==> src/hdl/csrsl_ram.sv <==
`timescale 1ns / 1ps
// ----------------------------------------------------------------------------
// csrsl_ram
// single-port synchronous ram, one write or read per cycle, registered read
// ----------------------------------------------------------------------------
module csrsl_ram #(
    parameter int WIDTH = 8,
    parameter int DEPTH = 16,
    localparam int AW   = (DEPTH > 1) ? $clog2(DEPTH) : 1
) (
    input  logic             clk,
    input  logic             we,
    input  logic [AW-1:0]    addr,
    input  logic [WIDTH-1:0] wdata,
    output logic [WIDTH-1:0] rdata
);

    logic [WIDTH-1:0] mem [DEPTH];
    logic [WIDTH-1:0] rdata_reg;

    always_ff @(posedge clk)
    begin
        if (we)
        begin
            mem[addr] <= wdata;
        end
        rdata_reg <= mem[addr];
    end

    assign rdata = rdata_reg;

endmodule

==> config.mk <==
export PLATFORM = sky130hd
export DESIGN_NAME = csrsl_ram
export DESIGN_NICKNAME = d
export VERILOG_FILES = /design/src/hdl/csrsl_ram.sv
export SDC_FILE = /design/constraint.sdc
export NUM_CORES = 1
export LEC_CHECK = 0
export ABC_AREA = 1
export BUFFER_PORTS_ARGS = -buffer_cell sky130_fd_sc_hd__buf_4
export CAP_MARGIN = 10
export CORE_UTILIZATION = 44
export DETAILED_ROUTE_END_ITERATION = 7
export GPL_ROUTABILITY_DRIVEN = 1
export PLACE_DENSITY = 0.59
export SYNTH_ARGS = -nofsm -noshare
export SYNTH_HDL_FRONTEND = slang
export SYNTH_SLANG_ARGS = --single-unit
==> constraint.sdc <==
create_clock -name clk -period 3.6 [get_ports clk]
set_input_delay 0.36 -clock clk [delete_from_list [all_inputs] [get_ports clk]]
set_output_delay 0.36 -clock clk [all_outputs]
set_load 0.02 [all_outputs]
* Yosys cells after proc, flatten, opt, wreduce, memory -nomap -nowiden
Memory sizes are Yosys's and may differ from the RTL's. A register that Yosys moved wholly into a read port is not among the register bits.
Index checks and enable logic that the tools add are counted.
** Word-level totals
- Flip-flop bits (word level) :: 0
- Memory bits (writable) :: 128
- Input bits :: 14
- Output and inout port bits :: 8
- Word-level logic and storage cells :: 3
- Memories :: 1
** Memories
- mem :: depth 16, bits a word 8, rd ports 1, clocked after Yosys merged registers in 1, write ports 1, RTL line 18 : logic [WIDTH-1:0] mem [DEPTH];
** Operators by class
- Mux-type cells :: 2
** Operators with widths (count)
- 1-bit 2-to-1 mux :: 2

* Depth between registers and ports, before layout
- Depth in word-level cells :: 2
- Mapped depth :: 11
- Gate-level depth less buffers :: 9

* Worst setup path before layout
OpenSTA, ideal clock, no wires.
- Kind :: input to register
- Start point :: input addr[1]
- End point :: memory mem[3][0], enable pin
- Setup time :: 370 ps
- Arrival time :: 1367 ps
- Required time :: 3230 ps
- Path slack :: 1863 ps
- Cell stages on the path :: 4
- Buffers on the path :: 2
- Cells stage by stage :: buf_2 -> clkbuf_1 -> nand3_1 -> nor2_1
** RTL lines
- start, declared :: RTL line 13 : input logic [AW-1:0] addr,
- end, declared :: RTL line 18
No word-level cell before the write port.

* Worst setup path in the final report
- Start point :: input addr[0]
- End point :: memory mem[8][1], enable pin
No word-level cell before the write port.

==> results.md <==
* Total track usage at 20.1%
* Residual DRC count at 0
* I/O Buffers at 21
* Worst-case hold slack at 0.290 ns
* Synth warn at 0
* Seq/Total Area, Yosys at 71.6%
* R2r setup slk at 2.58 ns
* Initial antenna violation count at 0
* Core area at 0.0122 sq mm
* Max Slew Vio Count at 0
* Worst-margin pin slew at 0.825 ns
* Worst slack, placed at 1.10 ns
* Final setup vio count at 0
* Reg2Reg Depth at 8
* Final min period at 2.02 ns
* Area grow syn2layout at 14.9%
* Die width at 115 um
* Switching power at 0.000767 W
* ANT cells at 0
* WP data required at 3.64 ns
* Count of final hold-check violations at 0
* H-tree Lvls at 4
* Library cells used by synthesis at 11
* Syn_nets at 562
* Post-Syn Area per Cell at 10.2 sq um
* DIE HEIGHT at 115 um
* Rows at 40
* Hold depth at 1
* DR WL/cell at 15.7 um
* Worst setup SP type: primary input
* Net Sw Frac at 20.9%
* Via Count at 3,552
* Gp weighted congestion at 0.796
* Worst-skew pair later-pin latency at 0.42 ns
* Post-layout net count at 583
* Crit path DAT at 2.06 ns
* Final setup margin at 1.58 ns
* Crit Reg-Reg Startpoint: mem[7][4]
* Global-route wire length before repair at 18.8 mm
* Worst vdd ir at 0.000367 V
* Unrepaired setup endpoints after global routing: false
* Hold_buf cts at 0
* Clk_skew at 0.0127 ns
* Clock share of power at 45.5%
* CTS root buffer: clkbuf_16
* Max reg flops at 128
* Fraction of layout cells with a size suffix above 1 at 8.61%
* Kind of critical path: in2reg
* Synth Instances at 548
* 1st-iter DRT viols at 280
* Resize count post-CTS at 0
* Hold EP: mem[5][2]
* WL final at 11.8 mm
* FMAX at 0.494 GHz
* Min-delay worst type: in2reg
* Post-route ant nets at 0
* PwrDens at 571 mW/mm^2
* Most frequent cells in the layout: nand2_1 (346), edfxtp_1 (128), buf_4 (23), inv_1 (21), nor2_1 (18)
* Pin count of the biggest net entering global routing at 68
* Reg power frac at 48.5%
* # IOs at 22
* Vias in the first global route at 3,442
* Die area at 0.0132 sq mm
* Cts bufs inserted at 17
* Hpwl dp at 7.08 mm
* Mapped Area at 0.00559 sq mm
* DR pass1 iterations at 7
* CTS tree: done
* Total Power at 0.00367 W
* Max_cap viols at 0
* Pint at 0.00291 W
* Slew HR at 44.8%
* Vias/cell at 4.74
* Postcts setup bufs at 0
* Comb power frac at 6.0%
* CP endpoint kind: flop
* Most common cell after layout, fill and taps aside: nand2_1
* Starting Density at 45.8%
* CTS Buffer Depth at 2
* Outcome: complete, no violations
* Static Leak at 2.73 nW
* Grt ovf at 0
* CP max FO at 67
* Clock Pin Slew Worst Setup and Hold Paths at 0.05 ns
* Hold_sp: wdata[2]
* R2R Path End: rdata[4]
* #FFs+latches synth at 136
* Number of clock sinks at 136
* Fin crit share at 56.2%
* Setup tns final at 0 ns
power by group through the flow:
stage	clock network, W	logic, W	registers [W]
6_report	0.00167	0.000222	0.00178
5_1_grt	0.00176	0.000251	0.00178
4_1_cts	0.00170	0.000225	0.00178
3_5_place_dp	0	0.000224	0.00181
3_3_place_gp	0	0.000224	0.00181
2_1_floorplan	0	0.000122	0.00183
cells in the mapped netlist:
cell type | count | share of area (%)
nand2_1 | 346 | 23
nand3_1 | 4 | 0.36
nor2_1 | 18 | 1.2
clkbuf_1 | 3 | 0.20
edfxtp_1 | 128 | 69
dfxtp_1 | 8 | 2.9
buf_2 | 12 | 1.1
inv_1 | 21 | 1.4
clkinv_1 | 1 | 0.067
buf_4 | 6 | 0.81
inv_2 | 1 | 0.067
per-layer routing:
metal | track usage (%) | part of all wire, %
met1 | 28.7 | 49
met4 | 7.45 | 0.55
met2 | 29.9 | 46
met5 | 0 | 0
met3 | 5.01 | 4.2
kinds of logic (layout without fill, tap and decap cells):
family,Yosys count,in the layout,synth area share (%)
DFF,136,136,71.6
buffers and inverters,44,77,3.62
and+or+nand+nor,368,368,24.8
worst max-delay path by stage:
stage / cells past startpoint / endpoint / slack [ns] / start
5_1_grt: 4 / mem[8][1] / 1.36 / addr[0]
2_1_floorplan: 4 / mem[3][0] / 1.86 / addr[1]
4_1_cts: 4 / mem[8][1] / 1.53 / addr[0]
3_3_place_gp: 4 / mem[8][5] / 1.15 / addr[0]
6_report: 4 / mem[8][1] / 1.58 / addr[0]
3_5_place_dp: 4 / mem[8][0] / 1.10 / addr[0]
worst max-delay path: stages:
cell and delay, ns:
buf_4 0.33, inv_2 0.44, nand3_1 0.26, nor2_1 0.65
metrics by stage:
stage	area, sq um	utilization, %	instances
floorplan	5590	-	548
global placement	5860	48.0	718
detailed placement	5860	48.0	718
CTS	6430	52.6	749
global route	6430	52.6	749
finish	6430	52.6	749
area by class of cell:
cell class                      instances  area (sq um)
Fill cell                            1106          5780
Inverter                               23          86.3
Timing Repair Buffer                   23           173
Sequential cell                       136          4000
Clock buffer                           20           437
Clock inverter                         11           131
Tap cell                              168           210
Multi-Input combinational cell        368          1390
(Power assumes the default switching activity.)
