===== config.mk =====
export PLATFORM = sky130hd
export DESIGN_NAME = csrsl_ctrl
export DESIGN_NICKNAME = d
export VERILOG_FILES = /design/src/hdl/csrsl_pkg.sv /design/src/hdl/csrsl_ctrl.sv
export SDC_FILE = /design/constraint.sdc
export NUM_CORES = 1
export LEC_CHECK = 0
export BUFFER_PORTS_ARGS = -buffer_cell sky130_fd_sc_hd__clkbuf_2
export CORE_MARGIN = 5
export CORE_UTILIZATION = 47
export DETAILED_ROUTE_END_ITERATION = 10
export MAX_ROUTING_LAYER = met4
export PLACE_DENSITY = 0.67
export SLEW_MARGIN = 15
export SYNTH_ARGS = -nofsm -noshare
export SYNTH_HDL_FRONTEND = slang
export SYNTH_SLANG_ARGS = --single-unit

===== constraint.sdc =====
create_clock -name clk -period 6.91 [get_ports clk]
set_input_delay 1.0365 -clock clk [delete_from_list [all_inputs] [get_ports clk]]
set_output_delay 1.0365 -clock clk [all_outputs]
set_load 0.02 [all_outputs]

===== src/hdl/csrsl_pkg.sv =====
`timescale 1ns / 1ps
// ----------------------------------------------------------------------------
// csrsl_pkg
// shared types, codes and helpers of the compressed-row sparse store
// ----------------------------------------------------------------------------
package csrsl_pkg;

    localparam int KEY_W    = 24;
    localparam int COL_W    = 24;
    localparam int VAL_W    = 16;
    localparam int KCNT_W   = 13;
    localparam int STATUS_W = 3;
    localparam int ENT_W    = COL_W + VAL_W;

    localparam logic signed [VAL_W-1:0] Q14_POS = 16'sd16384;
    localparam logic signed [VAL_W-1:0] Q14_NEG = -16'sd16384;

    localparam logic CFG_FIRST_KEY = 1'b0;
    localparam logic CFG_KEY_COUNT = 1'b1;

    typedef enum logic [1:0] {
        MODE_LOAD   = 2'd0,
        MODE_FINISH = 2'd1,
        MODE_LOOKUP = 2'd2,
        MODE_CLEAR  = 2'd3
    } mode_t;

    typedef enum logic [STATUS_W-1:0] {
        ST_OK        = 3'd0,
        ST_NOT_FOUND = 3'd1,
        ST_RANGE     = 3'd2,
        ST_ORDER     = 3'd3,
        ST_FULL      = 3'd4,
        ST_NOT_BUILT = 3'd5
    } status_t;

    typedef struct packed {
        logic [KEY_W-1:0]  first_key;
        logic [KCNT_W-1:0] key_count;
    } cfg_t;

    typedef struct packed {
        logic                    valid;
        status_t                 status;
        logic signed [VAL_W-1:0] value;
    } res_t;

    function automatic logic signed [VAL_W-1:0] sat_q14(input logic signed [VAL_W-1:0] v);
        logic signed [VAL_W-1:0] r;
        r = v;
        if (v > Q14_POS)
        begin
            r = Q14_POS;
        end
        else if (v < Q14_NEG)
        begin
            r = Q14_NEG;
        end
        return r;
    endfunction

endpackage


===== src/hdl/csrsl_ctrl.sv =====
`timescale 1ns / 1ps
// ----------------------------------------------------------------------------
// csrsl_ctrl
// sequencer: decode, clear, row pointer fill, entry append and binary search
// ----------------------------------------------------------------------------
module csrsl_ctrl #(
    parameter int MAX_KEYS    = 4096,
    parameter int MAX_ENTRIES = 65536,
    localparam int RA_W = $clog2(MAX_KEYS + 1),
    localparam int EC_W = $clog2(MAX_ENTRIES + 1),
    localparam int EA_W = (MAX_ENTRIES > 1) ? $clog2(MAX_ENTRIES) : 1
) (
    input  logic                                 clk,
    input  logic                                 rst_n,
    input  logic                                 in_valid,
    output logic                                 in_ready,
    input  logic [1:0]                           mode,
    input  logic [csrsl_pkg::KEY_W-1:0]          key,
    input  logic [csrsl_pkg::COL_W-1:0]          column,
    input  logic signed [csrsl_pkg::VAL_W-1:0]   value,
    input  csrsl_pkg::cfg_t                      cfg,
    input  logic                                 res_space,
    output csrsl_pkg::res_t                      res,
    output logic                                 row_we,
    output logic [RA_W-1:0]                      row_addr,
    output logic [EC_W-1:0]                      row_wdata,
    input  logic [EC_W-1:0]                      row_rdata,
    output logic                                 ent_we,
    output logic [EA_W-1:0]                      ent_addr,
    output logic [csrsl_pkg::ENT_W-1:0]          ent_wdata,
    input  logic [csrsl_pkg::ENT_W-1:0]          ent_rdata
);

    localparam int KW = csrsl_pkg::KEY_W;
    localparam int CW = csrsl_pkg::COL_W;
    localparam int VW = csrsl_pkg::VAL_W;
    localparam logic [KW-1:0]   MAXK_K  = KW'(MAX_KEYS);
    localparam logic [EC_W-1:0] MAXE_EC = EC_W'(MAX_ENTRIES);

    typedef enum logic [3:0] {
        S_IDLE,
        S_DECODE,
        S_FILL,
        S_ENTRY_WR,
        S_ROW_A,
        S_ROW_B,
        S_ROW_C,
        S_SEARCH,
        S_CMP,
        S_FINAL_RD,
        S_FINAL_CMP,
        S_DONE
    } state_t;

    state_t                   state_reg, state_next;
    csrsl_pkg::mode_t         mode_reg, mode_next;
    logic [KW-1:0]            key_reg, key_next;
    logic [CW-1:0]            column_reg, column_next;
    logic signed [VW-1:0]     value_reg, value_next;
    logic [EC_W-1:0]          ec_reg, ec_next;
    logic [RA_W-1:0]          nrtf_reg, nrtf_next;
    logic [CW-1:0]            last_col_reg, last_col_next;
    logic                     built_reg, built_next;
    logic [RA_W-1:0]          rel_reg, rel_next;
    logic [RA_W-1:0]          fill_idx_reg, fill_idx_next;
    logic [RA_W-1:0]          fill_end_reg, fill_end_next;
    logic [EC_W-1:0]          lo_reg, lo_next;
    logic [EC_W-1:0]          hi_reg, hi_next;
    logic [EC_W-1:0]          hend_reg, hend_next;
    logic [EC_W-1:0]          mid_reg, mid_next;
    csrsl_pkg::status_t       status_reg, status_next;
    logic signed [VW-1:0]     found_reg, found_next;

    logic [KW-1:0]   kc_k;
    logic [KW-1:0]   rows_k;
    logic [RA_W-1:0] rows_r;
    logic [KW:0]     diff;
    logic            oor;
    logic [RA_W-1:0] rel;
    logic [RA_W-1:0] rel1;
    logic            order_err;
    logic            full;
    logic [EC_W-1:0] hi_clip;
    logic [EC_W-1:0] mid;
    logic [CW-1:0]   ent_col;
    logic [VW-1:0]   ent_val;

    assign kc_k      = KW'(cfg.key_count);
    assign rows_k    = (kc_k > MAXK_K) ? MAXK_K : kc_k;
    assign rows_r    = rows_k[RA_W-1:0];
    assign diff      = {1'b0, key_reg} - {1'b0, cfg.first_key};
    assign oor       = diff[KW] || (diff[KW-1:0] >= rows_k);
    assign rel       = diff[RA_W-1:0];
    assign rel1      = rel + RA_W'(1);
    assign order_err = (nrtf_reg != '0)
                       && ((rel1 < nrtf_reg)
                           || ((rel1 == nrtf_reg) && (column_reg <= last_col_reg)));
    assign full      = (ec_reg >= MAXE_EC);
    assign hi_clip   = (row_rdata > ec_reg) ? ec_reg : row_rdata;
    assign mid       = lo_reg + ((hi_reg - lo_reg) >> 1);
    assign ent_col   = ent_rdata[csrsl_pkg::ENT_W-1:VW];
    assign ent_val   = ent_rdata[VW-1:0];

    assign in_ready   = (state_reg == S_IDLE);
    assign res.valid  = (state_reg == S_DONE) && res_space;
    assign res.status = status_reg;
    assign res.value  = found_reg;

    always_comb
    begin
        state_next    = state_reg;
        mode_next     = mode_reg;
        key_next      = key_reg;
        column_next   = column_reg;
        value_next    = value_reg;
        ec_next       = ec_reg;
        nrtf_next     = nrtf_reg;
        last_col_next = last_col_reg;
        built_next    = built_reg;
        rel_next      = rel_reg;
        fill_idx_next = fill_idx_reg;
        fill_end_next = fill_end_reg;
        lo_next       = lo_reg;
        hi_next       = hi_reg;
        hend_next     = hend_reg;
        mid_next      = mid_reg;
        status_next   = status_reg;
        found_next    = found_reg;
        row_we        = 1'b0;
        row_addr      = rel_reg;
        row_wdata     = ec_reg;
        ent_we        = 1'b0;
        ent_addr      = lo_reg[EA_W-1:0];
        ent_wdata     = {column_reg, value_reg};

        unique case (state_reg)
            S_IDLE:
            begin
                if (in_valid)
                begin
                    mode_next   = csrsl_pkg::mode_t'(mode);
                    key_next    = key;
                    column_next = column;
                    value_next  = csrsl_pkg::sat_q14(value);
                    state_next  = S_DECODE;
                end
            end
            S_DECODE:
            begin
                found_next  = '0;
                status_next = csrsl_pkg::ST_OK;
                state_next  = S_DONE;
                unique case (mode_reg)
                    csrsl_pkg::MODE_LOAD:
                    begin
                        if (built_reg)
                        begin
                            status_next = csrsl_pkg::ST_ORDER;
                        end
                        else if (oor)
                        begin
                            status_next = csrsl_pkg::ST_RANGE;
                        end
                        else if (order_err)
                        begin
                            status_next = csrsl_pkg::ST_ORDER;
                        end
                        else if (full)
                        begin
                            status_next = csrsl_pkg::ST_FULL;
                        end
                        else
                        begin
                            last_col_next = column_reg;
                            if (rel1 > nrtf_reg)
                            begin
                                nrtf_next = rel1;
                            end
                            if (rel >= nrtf_reg)
                            begin
                                fill_idx_next = nrtf_reg;
                                fill_end_next = rel;
                                state_next    = S_FILL;
                            end
                            else
                            begin
                                state_next = S_ENTRY_WR;
                            end
                        end
                    end
                    csrsl_pkg::MODE_FINISH:
                    begin
                        if (built_reg)
                        begin
                            status_next = csrsl_pkg::ST_ORDER;
                        end
                        else
                        begin
                            built_next = 1'b1;
                            if (nrtf_reg <= rows_r)
                            begin
                                nrtf_next     = rows_r;
                                fill_idx_next = nrtf_reg;
                                fill_end_next = rows_r;
                                state_next    = S_FILL;
                            end
                        end
                    end
                    csrsl_pkg::MODE_LOOKUP:
                    begin
                        if (!built_reg)
                        begin
                            status_next = csrsl_pkg::ST_NOT_BUILT;
                        end
                        else if (oor)
                        begin
                            status_next = csrsl_pkg::ST_RANGE;
                        end
                        else
                        begin
                            rel_next   = rel;
                            state_next = S_ROW_A;
                        end
                    end
                    csrsl_pkg::MODE_CLEAR:
                    begin
                        ec_next       = '0;
                        nrtf_next     = '0;
                        last_col_next = '0;
                        built_next    = 1'b0;
                    end
                    default:
                    begin
                        state_next = S_DONE;
                    end
                endcase
            end
            S_FILL:
            begin
                row_we   = 1'b1;
                row_addr = fill_idx_reg;
                if (fill_idx_reg == fill_end_reg)
                begin
                    state_next = (mode_reg == csrsl_pkg::MODE_LOAD) ? S_ENTRY_WR : S_DONE;
                end
                else
                begin
                    fill_idx_next = fill_idx_reg + RA_W'(1);
                end
            end
            S_ENTRY_WR:
            begin
                ent_we     = 1'b1;
                ent_addr   = ec_reg[EA_W-1:0];
                ec_next    = ec_reg + EC_W'(1);
                state_next = S_DONE;
            end
            S_ROW_A:
            begin
                row_addr   = rel_reg;
                state_next = S_ROW_B;
            end
            S_ROW_B:
            begin
                row_addr   = rel_reg + RA_W'(1);
                lo_next    = row_rdata;
                state_next = S_ROW_C;
            end
            S_ROW_C:
            begin
                hi_next    = hi_clip;
                hend_next  = hi_clip;
                lo_next    = (lo_reg > hi_clip) ? hi_clip : lo_reg;
                state_next = S_SEARCH;
            end
            S_SEARCH:
            begin
                if (lo_reg < hi_reg)
                begin
                    ent_addr   = mid[EA_W-1:0];
                    mid_next   = mid;
                    state_next = S_CMP;
                end
                else
                begin
                    state_next = S_FINAL_RD;
                end
            end
            S_CMP:
            begin
                if (ent_col < column_reg)
                begin
                    lo_next = mid_reg + EC_W'(1);
                end
                else
                begin
                    hi_next = mid_reg;
                end
                state_next = S_SEARCH;
            end
            S_FINAL_RD:
            begin
                if (lo_reg < hend_reg)
                begin
                    ent_addr   = lo_reg[EA_W-1:0];
                    state_next = S_FINAL_CMP;
                end
                else
                begin
                    status_next = csrsl_pkg::ST_NOT_FOUND;
                    state_next  = S_DONE;
                end
            end
            S_FINAL_CMP:
            begin
                if (ent_col == column_reg)
                begin
                    status_next = csrsl_pkg::ST_OK;
                    found_next  = ent_val;
                end
                else
                begin
                    status_next = csrsl_pkg::ST_NOT_FOUND;
                end
                state_next = S_DONE;
            end
            S_DONE:
            begin
                if (res_space)
                begin
                    state_next = S_IDLE;
                end
            end
            default:
            begin
                state_next = S_IDLE;
            end
        endcase
    end

    always_ff @(posedge clk or negedge rst_n)
    begin
        if (!rst_n)
        begin
            state_reg    <= S_IDLE;
            mode_reg     <= csrsl_pkg::MODE_LOAD;
            key_reg      <= '0;
            column_reg   <= '0;
            value_reg    <= '0;
            ec_reg       <= '0;
            nrtf_reg     <= '0;
            last_col_reg <= '0;
            built_reg    <= 1'b0;
            rel_reg      <= '0;
            fill_idx_reg <= '0;
            fill_end_reg <= '0;
            lo_reg       <= '0;
            hi_reg       <= '0;
            hend_reg     <= '0;
            mid_reg      <= '0;
            status_reg   <= csrsl_pkg::ST_OK;
            found_reg    <= '0;
        end
        else
        begin
            state_reg    <= state_next;
            mode_reg     <= mode_next;
            key_reg      <= key_next;
            column_reg   <= column_next;
            value_reg    <= value_next;
            ec_reg       <= ec_next;
            nrtf_reg     <= nrtf_next;
            last_col_reg <= last_col_next;
            built_reg    <= built_next;
            rel_reg      <= rel_next;
            fill_idx_reg <= fill_idx_next;
            fill_end_reg <= fill_end_next;
            lo_reg       <= lo_next;
            hi_reg       <= hi_next;
            hend_reg     <= hend_next;
            mid_reg      <= mid_next;
            status_reg   <= status_next;
            found_reg    <= found_next;
        end
    end

endmodule

# Word-level counts from Yosys, hierarchy flattened
# Index checks and enable logic that the tools add are counted.
# classes
eq_ne	43
n_bitwise	1
n_addsub	8
order_cmp	15
n_mux	76
reduce_logical	34
# op_table
op	count
$mux 13	21
$pmux 13 s2	4
$mux 24	4
$mux 17	5
$pmux 17 s2	2
$mux 16	4
$pmux 16 s2	2
$pmux 17 s3	1
$mux 4	12
$pmux 24 s2	1
$pmux 4 s10	1
$add 13x1->13 const B	3
$pmux 13 s3	1
$add 17x1->17 const B	2
$gt 17x17->1	2
$lt 17x17->1	2
$ne 2x2->1 const B	17
$eq 13x13->1	2
$sub 24x24->25	1
$eq 24x24->1	1
$ge 24x13->1	1
$le 24x24->1	1
$lt 24x24->1	1
$ne 3x3->1 const B	7
other kinds (39)	79
# word_totals
word_cells	195
register_bits	251

# Logic depth before layout (Yosys ltp)
# Gate-level depths: netlist of run 1.
# depth
word_depth	11
ltp_mapped	28
mapped_depth_nobuf	25

# Least setup slack after synthesis of run 1
# Ideal clock, no wire load.
# synth_path
kind	input to register
from	in cfg[13] (netlist name)
to	reg fill_idx_reg[3]
path_stages	22
setup_ns	0.121
setup_slack_ns	1.149
required_time_ns	6.789
arrival_time_ns	5.640
cell_sequence	ha_1 -> fa_1 -> nand2b_1 -> nand2b_1 -> a21oi_1 -> xnor2_1 -> nand2_1 -> or4_1 -> nor2b_1 -> nand4_1 -> xnor2_1 -> ha_1 -> nand2_1 -> o21bai_1 -> a211oi_1 -> a2111oi_0 -> o31a_1 -> or4_1 -> nor4_4 -> nor2_1 -> buf_2 -> o22a_1
# synth_between
elab_chain_cells	8
# synth_rtl
item	line	rtl
start, declared	csrsl_ctrl.sv:21	input csrsl_pkg::cfg_t cfg,
$sub 24x24->25 (*)	csrsl_ctrl.sv:91	assign diff = {1'b0, key_reg} - {1'b0, cfg.first_key};
net diff[4]	csrsl_ctrl.sv:77	logic [KW:0] diff;
parallel branches: the longest is 6 deep, another holds $add 13x1->13	-	
$reduce_and 10->1 (no line) (*)	-	
end signal, assigned	csrsl_ctrl.sv:376	fill_idx_reg <= fill_idx_next;
end, declared	csrsl_ctrl.sv:65	logic [RA_W-1:0] fill_idx_reg, fill_idx_next;
# Mark *: on every way through the listed nets, which the timed path passes.
# A chain may end at the register's enable or synchronous reset.

# Worst setup path in the final report of run 1
# layout_path
from	reg lo_reg[1]
to	out ent_addr[14]
# layout_between
elab_chain_cells	4
# layout_rtl
item	line	rtl
start, declared	csrsl_ctrl.sv:67	logic [EC_W-1:0] lo_reg, lo_next;
start signal, assigned	csrsl_ctrl.sv:378	lo_reg <= lo_next;
$sub 17x17->17	csrsl_ctrl.sv:100	assign mid = lo_reg + ((hi_reg - lo_reg) >> 1);
$add 17x16->17	csrsl_ctrl.sv:100	
$mux 16 (*)	csrsl_ctrl.sv:278	if (lo_reg < hi_reg)
$pmux 16 s2 (*)	csrsl_ctrl.sv:136	unique case (state_reg)
end, declared	csrsl_ctrl.sv:29	output logic [EA_W-1:0] ent_addr,
# Every way passes the cells marked *; elsewhere a longest branch is shown, timed or not.

==> results of run 1 <==
## worst max-delay path, delay by kind of cell, from the launching register on
kind	cells	cell delay, ns
xor gates and xnor gates	2	0.33
AOI/OAI and AO/OA	11	2.13
adders and majority gates	2	0.81
buffers and inverters	2	0.35
DFF	1	0.48
and+or+nand+nor	4	0.68
## per-stage QoR
| step | utilization [%] | cells | cell area (µm²) | total power (µW) | hold WS, ns |
|---|---|---|---|---|---|
| 2_1_floorplan | - | 2171 | 18900 | 8000 | 0.450 |
| 3_3_place_gp | 52.6 | 2919 | 20900 | 10000 | 0.450 |
| 3_5_place_dp | 52.6 | 2919 | 20900 | 10200 | 0.455 |
| 4_1_cts | 55.2 | 2973 | 21900 | 12000 | 0.416 |
| 5_1_grt | 55.2 | 2974 | 21900 | 13000 | 0.454 |
| 6_report | 55.2 | 2974 | 21900 | 12000 | 0.408 |
## synthesized netlist by cell type, types with 16 or more instances
library cell               count
sky130_fd_sc_hd__nand2_1     265
sky130_fd_sc_hd__dfrtp_1     251
sky130_fd_sc_hd__ha_1        213
sky130_fd_sc_hd__inv_1       183
sky130_fd_sc_hd__nor2_1      135
sky130_fd_sc_hd__o21ai_0     122
sky130_fd_sc_hd__a21oi_1     111
sky130_fd_sc_hd__nand3_1      69
sky130_fd_sc_hd__mux2_2       67
sky130_fd_sc_hd__clkbuf_1     62
sky130_fd_sc_hd__xnor2_1      55
sky130_fd_sc_hd__a21o_1       52
sky130_fd_sc_hd__nor3_1       52
sky130_fd_sc_hd__nand4_1      42
sky130_fd_sc_hd__mux2i_1      40
sky130_fd_sc_hd__a22o_1       29
sky130_fd_sc_hd__o21a_1       28
sky130_fd_sc_hd__a211oi_1     27
sky130_fd_sc_hd__xor2_1       27
sky130_fd_sc_hd__nor2b_1      23
sky130_fd_sc_hd__o21ai_1      23
sky130_fd_sc_hd__a221oi_1     22
sky130_fd_sc_hd__a31oi_1      21
sky130_fd_sc_hd__or3_1        20
sky130_fd_sc_hd__nor4_1       19
sky130_fd_sc_hd__nand2b_1     18
sky130_fd_sc_hd__and3_1       16
## power groups by stage
stage | combinational, µW | sequential (µW) | clock, µW
CTS | 7470 | 2760 | 1730
global placement | 7250 | 2760 | 0
floorplan | 5340 | 2670 | 0
finish | 7510 | 2770 | 1690
detailed placement | 7430 | 2770 | 0
global route | 8400 | 2850 | 1780
## layout make-up
type                            count  area, µm²  share of cell area, %
Multi-Input combinational cell   1654      11600                   53.0
Sequential cell                   251       6280                   28.6
Clock inverter                     11        169                  0.770
Inverter                          185        694                   3.17
Tap cell                          525        657                   3.00
Clock buffer                       43        871                   3.97
Antenna cell                        1       2.50                 0.0114
Timing Repair Buffer              304       1620                   7.41
## layout by cell type, fill, tap and decap left out, types with 52 or more instances in the layout
master                     synthesis  routed
sky130_fd_sc_hd__nor2_1          135     133
sky130_fd_sc_hd__dfrtp_1         251     251
sky130_fd_sc_hd__a21o_1           52      52
sky130_fd_sc_hd__clkbuf_2          0     271
sky130_fd_sc_hd__nand2_1         265     264
sky130_fd_sc_hd__inv_1           183     183
sky130_fd_sc_hd__nand3_1          69      69
sky130_fd_sc_hd__mux2_2           67      67
sky130_fd_sc_hd__o21ai_0         122     122
sky130_fd_sc_hd__ha_1            213     213
sky130_fd_sc_hd__xnor2_1          55      55
sky130_fd_sc_hd__a21oi_1         111     111
## how the worst max path moves through the flow
stage,slack [ns],start,end,cells after the start
CTS,0.61,lo_reg[1],ent_addr[14],21
global placement,0.67,cfg[13],last_col_reg[4],22
detailed placement,0.48,cfg[13],last_col_reg[3],22
global route,0.21,lo_reg[1],ent_addr[14],21
floorplan,1.15,cfg[13],fill_idx_reg[3],22
finish,0.53,lo_reg[1],ent_addr[14],21
## metal layers
metal	up-vias	GRT usage, %	wire length, µm
met4	0	10.7	2860
li1	8339	-	-
met2	593	46.4	29300
met5	-	-	0
met1	8371	34.3	25000
met3	153	3.24	3400
## cells by family after synthesis
family	after synthesis	share of synthesized area (%)
compound gates	557	19.7
fa+ha+maj	216	14.4
buf+inv	266	5.50
mux	107	6.11
simple gates	692	17.3
flops	251	33.2
xor+xnor	82	3.80
==> impl_metrics.json, run 1 <==
{
  "postRouteAntennaNets": 0,
  "setup_viol": 0,
  "global_route.usage.total_pct": 27.6,
  "worst_slack_ns": 0.529,
  "critPathMostFrequentCell": "sky130_fd_sc_hd__a21oi_1",
  "mean_syn_cell_area_um2": 8.71,
  "worst_voltage_drop_across_the_vdd_grid_mv": 0.251,
  "ff2ff_path_depth": 27,
  "r2r_start": "row_wdata[1]",
  "finalCriticalPeriod_ns": 6.38,
  "rsz0062_at_grt": "false",
  "crit_type": "reg2out",
  "post_synth_num_cell_types": 75,
  "start_util_pct": 47.6,
  "cts.sink_count": 251,
  "path_max_fanout": 5,
  "pins_over_their_slew_limit": 0,
  "pwr_dens_mw_per_mm2": 546,
  "die_width_um": 211,
  "run_status": "completed",
  "number_of_cell_rows": 73,
  "clock_skew_ns": 0.0145,
  "io_buffers": 272,
  "finalSetupTns_ns": 0,
  "grt_antenna_before_repair": 1,
  "synthesis.nets": 2551,
  "global_route_wire_length_before_repair_mm": 96.6,
  "post-synth-top-area-fraction_pct": 33.2,
  "n_fill_cell": 3685,
  "post_drt_via_cell_ratio": 5.87,
  "place.gp.congestion": 0.940,
  "synth.yosys.warnings": 0,
  "p_int_uw": 6210,
  "numCtsBuffers": 31,
  "synth_area_leaders": "sky130_fd_sc_hd__dfrtp_1 (33%), sky130_fd_sc_hd__ha_1 (14%), sky130_fd_sc_hd__nand2_1 (5.3%)",
  "synth_ff_type": "sky130_fd_sc_hd__dfrtp_1",
  "drt-wirelength-per-cell_um": 20.4,
  "reg2reg_to": "lo_reg[16]",
  "grt_pass1_vias": 17900,
  "grt.overflow.total": 0,
  "worst_skew_pair.late_latency_ns": 0.59,
  "cts_tree": "done",
  "startpoint_type": "flip-flop",
  "cts_hold_buffers": 0,
  "clkSlewWorstSetupHoldPaths_ns": 0.06,
  "detailed_place_hpwl_mm": 47.4,
  "post_synth_instance_area_mm2": 0.0189,
  "number_of_enable_type_register_cells_in_the_synthesized_netlist": 0,
  "power_frac_seq_pct": 23.1,
  "dr_total_vias": 17500,
  "cellLeakagePower_uw": 0.0109,
  "dieArea_mm2": 0.0444,
  "post_synth_inst_count": 2171,
  "root_buffer": "sky130_fd_sc_hd__clkbuf_16",
  "fraction_of_final_layout_cells_sized_beyond_drive_strength_1_pct": 18.3,
  "critical_path.slowest_cell": "sky130_fd_sc_hd__fa_1",
  "yosysTopAreaCell": "sky130_fd_sc_hd__dfrtp_1",
  "combinational_cell_fraction_of_total_power_pct": 62.7,
  "register_area_share_after_synthesis_pct": 33.2,
  "post_cts_resized": 0,
  "drt_pass1_iterations": 5,
  "floorplan.die.height_um": 211,
  "grt_max_degree": 137,
  "fin_nets": 2807,
  "r2r_setup_slack_ns": 1.08,
  "netSwitchingPower_uw": 5770,
  "final.period_utilization_pct": 92.3,
  "routed_wirelength_mm": 60.5,
  "syn2layout_area_growth_pct": 16.0,
  "ys_seq_elements": 251,
  "timing.max_slew.rel_slack_pct": 27.6,
  "peak_per_stage_delay_on_the_critical_path_ns": 0.49,
  "asyncSetResetFlopFracSynth_pct": 100,
  "path_cells": "inv_1 > fa_1 > a21o_1 > a21oi_1 > o21bai_1 > a21oi_1 > o21bai_1 > and2_1 > o31ai_1 > nor2b_1 > xnor2_1 > ha_1 > and3_1 > a21oi_1 > a31o_2 > o21ai_0 > xor2_1 > nand2_1 > o21ai_0 > a22o_1 > clkbuf_2",
  "dr.first_iter.drc_count": 1261,
  "max-clock-path-buffers": 3,
  "cp.arrival_ns": 5.34,
  "pre_cts_ws_ns": 0.479,
  "required_ns": 5.87,
  "clkPwrFrac_pct": 14.1,
  "critPathCaptureType": "output port",
  "remaining_drc_errors": 0,
  "core_area_mm2": 0.0397,
  "cts.htree.levels": 1,
  "sw_frac_of_total_pct": 48.1,
  "floorplan.io_pins": 273,
  "timing_hold_violations_final": 0,
  "maxCapViolations": 0,
  "timing.hold.worst.class": "in2async",
  "fmaxAchievable_mhz": 157,
  "cts_setup_buffers": 0,
  "worst_pin_slew_ns": 1.08
}
Power figures use the tool's default switching activity.
==> run 2, diff against run 1 <==
- PLACE_DENSITY: 0.67 -> 0.68
==> run 2 against run 1 <==
Fmax increased by 1.3%. Die area stayed put. Critical path type unchanged. Sequential share of layout area about the same. Sequential power is essentially flat. Largest power group unchanged. First-iteration DRC count fell by 5.3%. Clock power barely moved.
==> impl_metrics.json, run 2 (synthesized netlist as in run 1, its figures left out) <==
{
  "cp.arrival_ns": 5.26,
  "r2r_setup_slack_ns": 1.38,
  "cellLeakagePower_uw": 0.0109,
  "detailed_place_hpwl_mm": 47.0,
  "root_buffer": "sky130_fd_sc_hd__clkbuf_16",
  "fin_nets": 2805,
  "fraction_of_final_layout_cells_sized_beyond_drive_strength_1_pct": 18.5,
  "fmaxAchievable_mhz": 159,
  "postRouteAntennaNets": 0,
  "rsz0062_at_grt": "false",
  "critPathMostFrequentCell": "sky130_fd_sc_hd__a21oi_1",
  "cts_hold_buffers": 0,
  "dpl.cell_count": 2917,
  "final_cell_mix": "sky130_fd_sc_hd__clkbuf_2 (271), sky130_fd_sc_hd__nand2_1 (264), sky130_fd_sc_hd__dfrtp_1 (251), sky130_fd_sc_hd__ha_1 (213), sky130_fd_sc_hd__inv_1 (183)",
  "hold_slack_ns": 0.450,
  "layout.cells.non_filler": 2975,
  "crit_type": "reg2out",
  "die_width_um": 211,
  "cts_setup_buffers": 0,
  "fin_total_pwr_uw": 11900,
  "grt_antenna_before_repair": 1,
  "start_util_pct": 47.6,
  "critPathCaptureType": "output port",
  "pins_over_their_slew_limit": 0,
  "number_of_cell_rows": 73,
  "worst_pin_slew_ns": 1.05,
  "drt-wirelength-per-cell_um": 20.4,
  "grt_pass1_vias": 17600,
  "global_route_wire_length_before_repair_mm": 95.5,
  "global_route.usage.total_pct": 27.4,
  "critical_path.top_delay_family": "compound AO/OA/AOI/OAI gates",
  "pwr_dens_mw_per_mm2": 543,
  "clkSlewWorstSetupHoldPaths_ns": 0.06,
  "drt_pass1_iterations": 8,
  "numCtsBuffers": 31,
  "peak_per_stage_delay_on_the_critical_path_ns": 0.48,
  "worst_skew_pair.late_latency_ns": 0.58,
  "startpoint_type": "flip-flop",
  "io_buffers": 272,
  "cts.sink_count": 251,
  "run_status": "completed",
  "maxCapViolations": 0,
  "path_cells": "inv_1 > fa_1 > a21o_1 > a21oi_1 > o21bai_1 > a21oi_1 > o21bai_1 > and2_1 > o31ai_1 > nor2b_1 > xnor2_1 > ha_1 > and3_1 > a21oi_1 > a31o_2 > o21ai_0 > xor2_1 > nand2_1 > o21ai_0 > a22o_1 > clkbuf_2",
  "setup_viol": 0,
  "dr.first_iter.drc_count": 1194,
  "core_area_mm2": 0.0397,
  "timing.max_slew.rel_slack_pct": 30.3,
  "floorplan.io_pins": 273,
  "routed_wirelength_mm": 60.7,
  "post_drt_via_cell_ratio": 5.88,
  "finalCriticalPeriod_ns": 6.30,
  "floorplan.die.height_um": 211,
  "place.gp.congestion": 0.986,
  "grt_max_degree": 164,
  "syn2layout_area_growth_pct": 16.0,
  "clock_skew_ns": 0.0104,
  "cts.htree.levels": 1,
  "grt.overflow.total": 0,
  "commonest_non_fill_non_tap_cell_in_the_layout": "sky130_fd_sc_hd__clkbuf_2",
  "final.period_utilization_pct": 91.2,
  "timing.hold.worst.class": "in2async",
  "dr_total_vias": 17500,
  "required_ns": 5.87,
  "post_cts_resized": 0,
  "path_buf_inv": 2,
  "critical_path.slowest_cell": "sky130_fd_sc_hd__fa_1",
  "dieArea_mm2": 0.0444,
  "worst_voltage_drop_across_the_vdd_grid_mv": 0.295,
  "finalSetupTns_ns": 0,
  "max-clock-path-buffers": 3,
  "cts_tree": "done",
  "path_max_fanout": 5,
  "timing_hold_violations_final": 0,
  "remaining_drc_errors": 0
}
==> run 2: final timing paths <==
| kind | from | end | depth (start not counted) |
|---|---|---|---|
| max | lo_reg[1] | ent_addr[14] | 21 |
| min | rst_n | key_reg[23] | 1 |
| max reg2reg | row_wdata[5] | lo_reg[10] | 19 |
| min reg2reg | found_reg[13] | found_reg[13] | 2 |
| max in group asynchronous | rst_n | hi_reg[9] | 2 |
| min in group clk | found_reg[13] | found_reg[13] | 2 |
==> run 2: routing by layer <==
layer	GRT usage, %	vias to the layer above	wire length (µm)
met1	33.1	8359	24700
met5	-	-	0
met2	46.5	642	29500
met4	9.97	0	2550
met3	4.21	151	3900
li1	-	8348	-
==> run 2: layout make-up <==
class,count,area (µm²)
diodes,1,2.50
flip-flops and latches,251,6280
well taps,525,657
clock inverters,18,215
fillers,3693,17800
repair buffers,302,1620
multi-input cells,1654,11600
clock buffers,39,846
inverters,185,694
==> run 2: through the flow <==
stage	worst slack, ns	utilization [%]	area [µm²]
after detailed placement	0.599	52.6	20900
after floorplan	1.15	-	18900
after global placement	0.702	52.6	20900
after global routing	0.273	55.2	21900
after CTS	0.675	55.2	21900
final	0.611	55.2	21900
==> run 2: power breakdown <==
group,switching (µW),total [µW],internal [µW]
logic,4360,7480,3120
registers,708,2760,2050
clock network,698,1690,989
total,5760,11900,6160
==> run 3, diff against run 2 <==
- CELL_PAD_IN_SITES_DETAIL_PLACEMENT: unset -> 1
- CELL_PAD_IN_SITES_GLOBAL_PLACEMENT: unset -> 1
- CORE_UTILIZATION: 47 -> 45
- PLACE_DENSITY: 0.68 -> unset
- PLACE_DENSITY_LB_ADDON: unset -> 0.1
==> run 3 against run 2 <==
Total power rose by 4.4%. Global-route usage rose by 2.7 points. Non-clock buffer count decreased by 1. Register-to-register slack worse by 0.43 ns. Core utilization fell by 2.4 points. Final cell count increased by 0.54%. Critical endpoint unchanged. Highest routed layer unchanged. Sequential cell count is the same. Via count grew 1.4%. Worst hold slack improved by 0.011 ns. Routed wire length grew 13%.
==> impl_metrics.json, run 3 (synthesized netlist as in run 1, its figures left out) <==
{
  "run_status": "completed",
  "max-clock-path-buffers": 3,
  "maxCapViolations": 0,
  "syn2layout_area_growth_pct": 16.6,
  "dr.first_iter.drc_count": 1009,
  "post_cts_resized": 0,
  "dpl.cell_count": 2930,
  "cts.htree.levels": 2,
  "place.gp.congestion": 0.939,
  "numCtsBuffers": 34,
  "postRouteAntennaNets": 0,
  "drt-wirelength-per-cell_um": 22.8,
  "dieArea_mm2": 0.0462,
  "core_area_mm2": 0.0418,
  "timing.max_slew.rel_slack_pct": 23.4,
  "worst_skew_pair.late_latency_ns": 0.56,
  "cts.sink_count": 251,
  "setup_viol": 0,
  "cellLeakagePower_uw": 0.0109,
  "cp.arrival_ns": 5.22,
  "clkSlewWorstSetupHoldPaths_ns": 0.06,
  "path_buf_inv": 2,
  "peak_per_stage_delay_on_the_critical_path_ns": 0.48,
  "dr_total_vias": 17700,
  "pwr_dens_mw_per_mm2": 564,
  "final_core_util_pct": 52.8,
  "required_ns": 5.87,
  "cts_setup_buffers": 0,
  "critPathCaptureType": "output port",
  "pre_cts_ws_ns": 0.424,
  "critical_path.slowest_cell": "sky130_fd_sc_hd__fa_1",
  "n_fill_cell": 5038,
  "grt.overflow.total": 0,
  "start_util_pct": 45.3,
  "io_buffers": 272,
  "rsz0062_at_grt": "false",
  "number_of_cell_rows": 75,
  "fin_nets": 2807,
  "routed_wirelength_mm": 68.2,
  "finalCriticalPeriod_ns": 6.25,
  "worst_slack_ns": 0.656,
  "commonest_non_fill_non_tap_cell_in_the_layout": "sky130_fd_sc_hd__clkbuf_2",
  "path_cells": "inv_1 > fa_1 > a21o_1 > a21oi_1 > o21bai_1 > a21oi_1 > o21bai_1 > and2_1 > o31ai_1 > nor2b_1 > xnor2_1 > ha_1 > and3_1 > a21oi_1 > a31o_2 > o21ai_0 > xor2_1 > nand2_1 > o21ai_0 > a22o_1 > clkbuf_2",
  "die_width_um": 215,
  "multiInputGateArea_mm2": 0.0116,
  "post_drt_via_cell_ratio": 5.93,
  "timing_hold_violations_final": 0,
  "worst_voltage_drop_across_the_vdd_grid_mv": 0.264,
  "drt_pass1_iterations": 5,
  "final.period_utilization_pct": 90.5,
  "final_cell_mix": "sky130_fd_sc_hd__clkbuf_2 (271), sky130_fd_sc_hd__nand2_1 (264), sky130_fd_sc_hd__dfrtp_1 (251), sky130_fd_sc_hd__ha_1 (213), sky130_fd_sc_hd__inv_1 (183)",
  "clock_skew_ns": 0.0183,
  "cts_tree": "done",
  "crit_type": "reg2out",
  "finalSetupTns_ns": 0,
  "fraction_of_final_layout_cells_sized_beyond_drive_strength_1_pct": 18.4,
  "global_route_wire_length_before_repair_mm": 108,
  "floorplan.io_pins": 273,
  "global_route.usage.total_pct": 30.0,
  "path_max_fanout": 5,
  "critPathMostFrequentCell": "sky130_fd_sc_hd__a21oi_1",
  "grt_antenna_before_repair": 2,
  "root_buffer": "sky130_fd_sc_hd__clkbuf_16",
  "floorplan.die.height_um": 215,
  "worst_pin_slew_ns": 1.15,
  "register_area_mm2": 0.00628,
  "grt_max_degree": 137,
  "cts_hold_buffers": 0,
  "startpoint_type": "flip-flop",
  "timing.hold.worst.class": "reg2reg",
  "grt_pass1_vias": 19300,
  "fmaxAchievable_mhz": 160,
  "detailed_place_hpwl_mm": 52.8,
  "pins_over_their_slew_limit": 0,
  "remaining_drc_errors": 0,
  "critical_path.top_delay_family": "compound AO/OA/AOI/OAI gates",
  "layout.cells.non_filler": 2991
}
run 3: cell types whose count changed in the layout (fill, tap and decap cells not counted):
cell                         change
sky130_fd_sc_hd__clkbuf_8        +3
sky130_fd_sc_hd__nor3_4          +1
sky130_fd_sc_hd__nor3_2          -1
sky130_fd_sc_hd__clkbuf_16       +4
sky130_fd_sc_hd__buf_4           -1
sky130_fd_sc_hd__diode_2         +1
sky130_fd_sc_hd__clkinvlp_4      -4
sky130_fd_sc_hd__clkinv_2        +2
sky130_fd_sc_hd__clkinv_4        -4
sky130_fd_sc_hd__inv_8           -1
sky130_fd_sc_hd__clkbuf_1        +3
sky130_fd_sc_hd__inv_6           -2
sky130_fd_sc_hd__clkinv_8        +1
run 3: through the flow:
step	area [µm²]	total power [µW]	hold WS, ns
3_3_place_gp	20900	10200	0.450
5_1_grt	22000	13500	0.499
6_report	22000	12400	0.461
4_1_cts	22000	12400	0.468
2_1_floorplan	18900	8000	0.450
3_5_place_dp	20900	10500	0.457
run 3: final timing paths:
check | slack (ns) | end | start | cells past startpoint
max | 0.66 | ent_addr[14] | lo_reg[1] | 21
min | 0.46 | found_reg[11] | found_reg[11] | 2
max reg2reg | 0.95 | fill_idx_reg[12] | key_reg[0] | 23
min reg2reg | 0.46 | found_reg[11] | found_reg[11] | 2
max in group asynchronous | 4.99 | found_reg[13] | rst_n | 2
min in group asynchronous | 0.54 | column_reg[10] | rst_n | 1
run 3: power breakdown:
part           internal (µW)  switching, µW
logic                   3160           4660
clock network           1120            723
registers               2050            727
run 3: metal layers:
layer | vias up | global-route usage (%) | wire length, µm
met5 | - | - | 0
met4 | 0 | 9.71 | 2300
met3 | 144 | 6.54 | 4380
met2 | 526 | 49.0 | 32200
met1 | 8740 | 37.4 | 29400
li1 | 8337 | - | -
run 3: layout make-up:
type | count | area share (%)
antenna | 2 | 0.0227
clock buffer | 49 | 4.53
clock inverter | 10 | 0.670
inverter | 185 | 3.15
multi-input combinational | 1654 | 52.8
sequential | 251 | 28.5
tap | 539 | 3.06
timing repair buffer | 301 | 7.32
run 3: worst min-delay path: cells and delay by family, from the launching register on:
kind             cells  cell delay (ns)
flip-flops           1             0.34
AND/OR/NAND/NOR      2             0.10
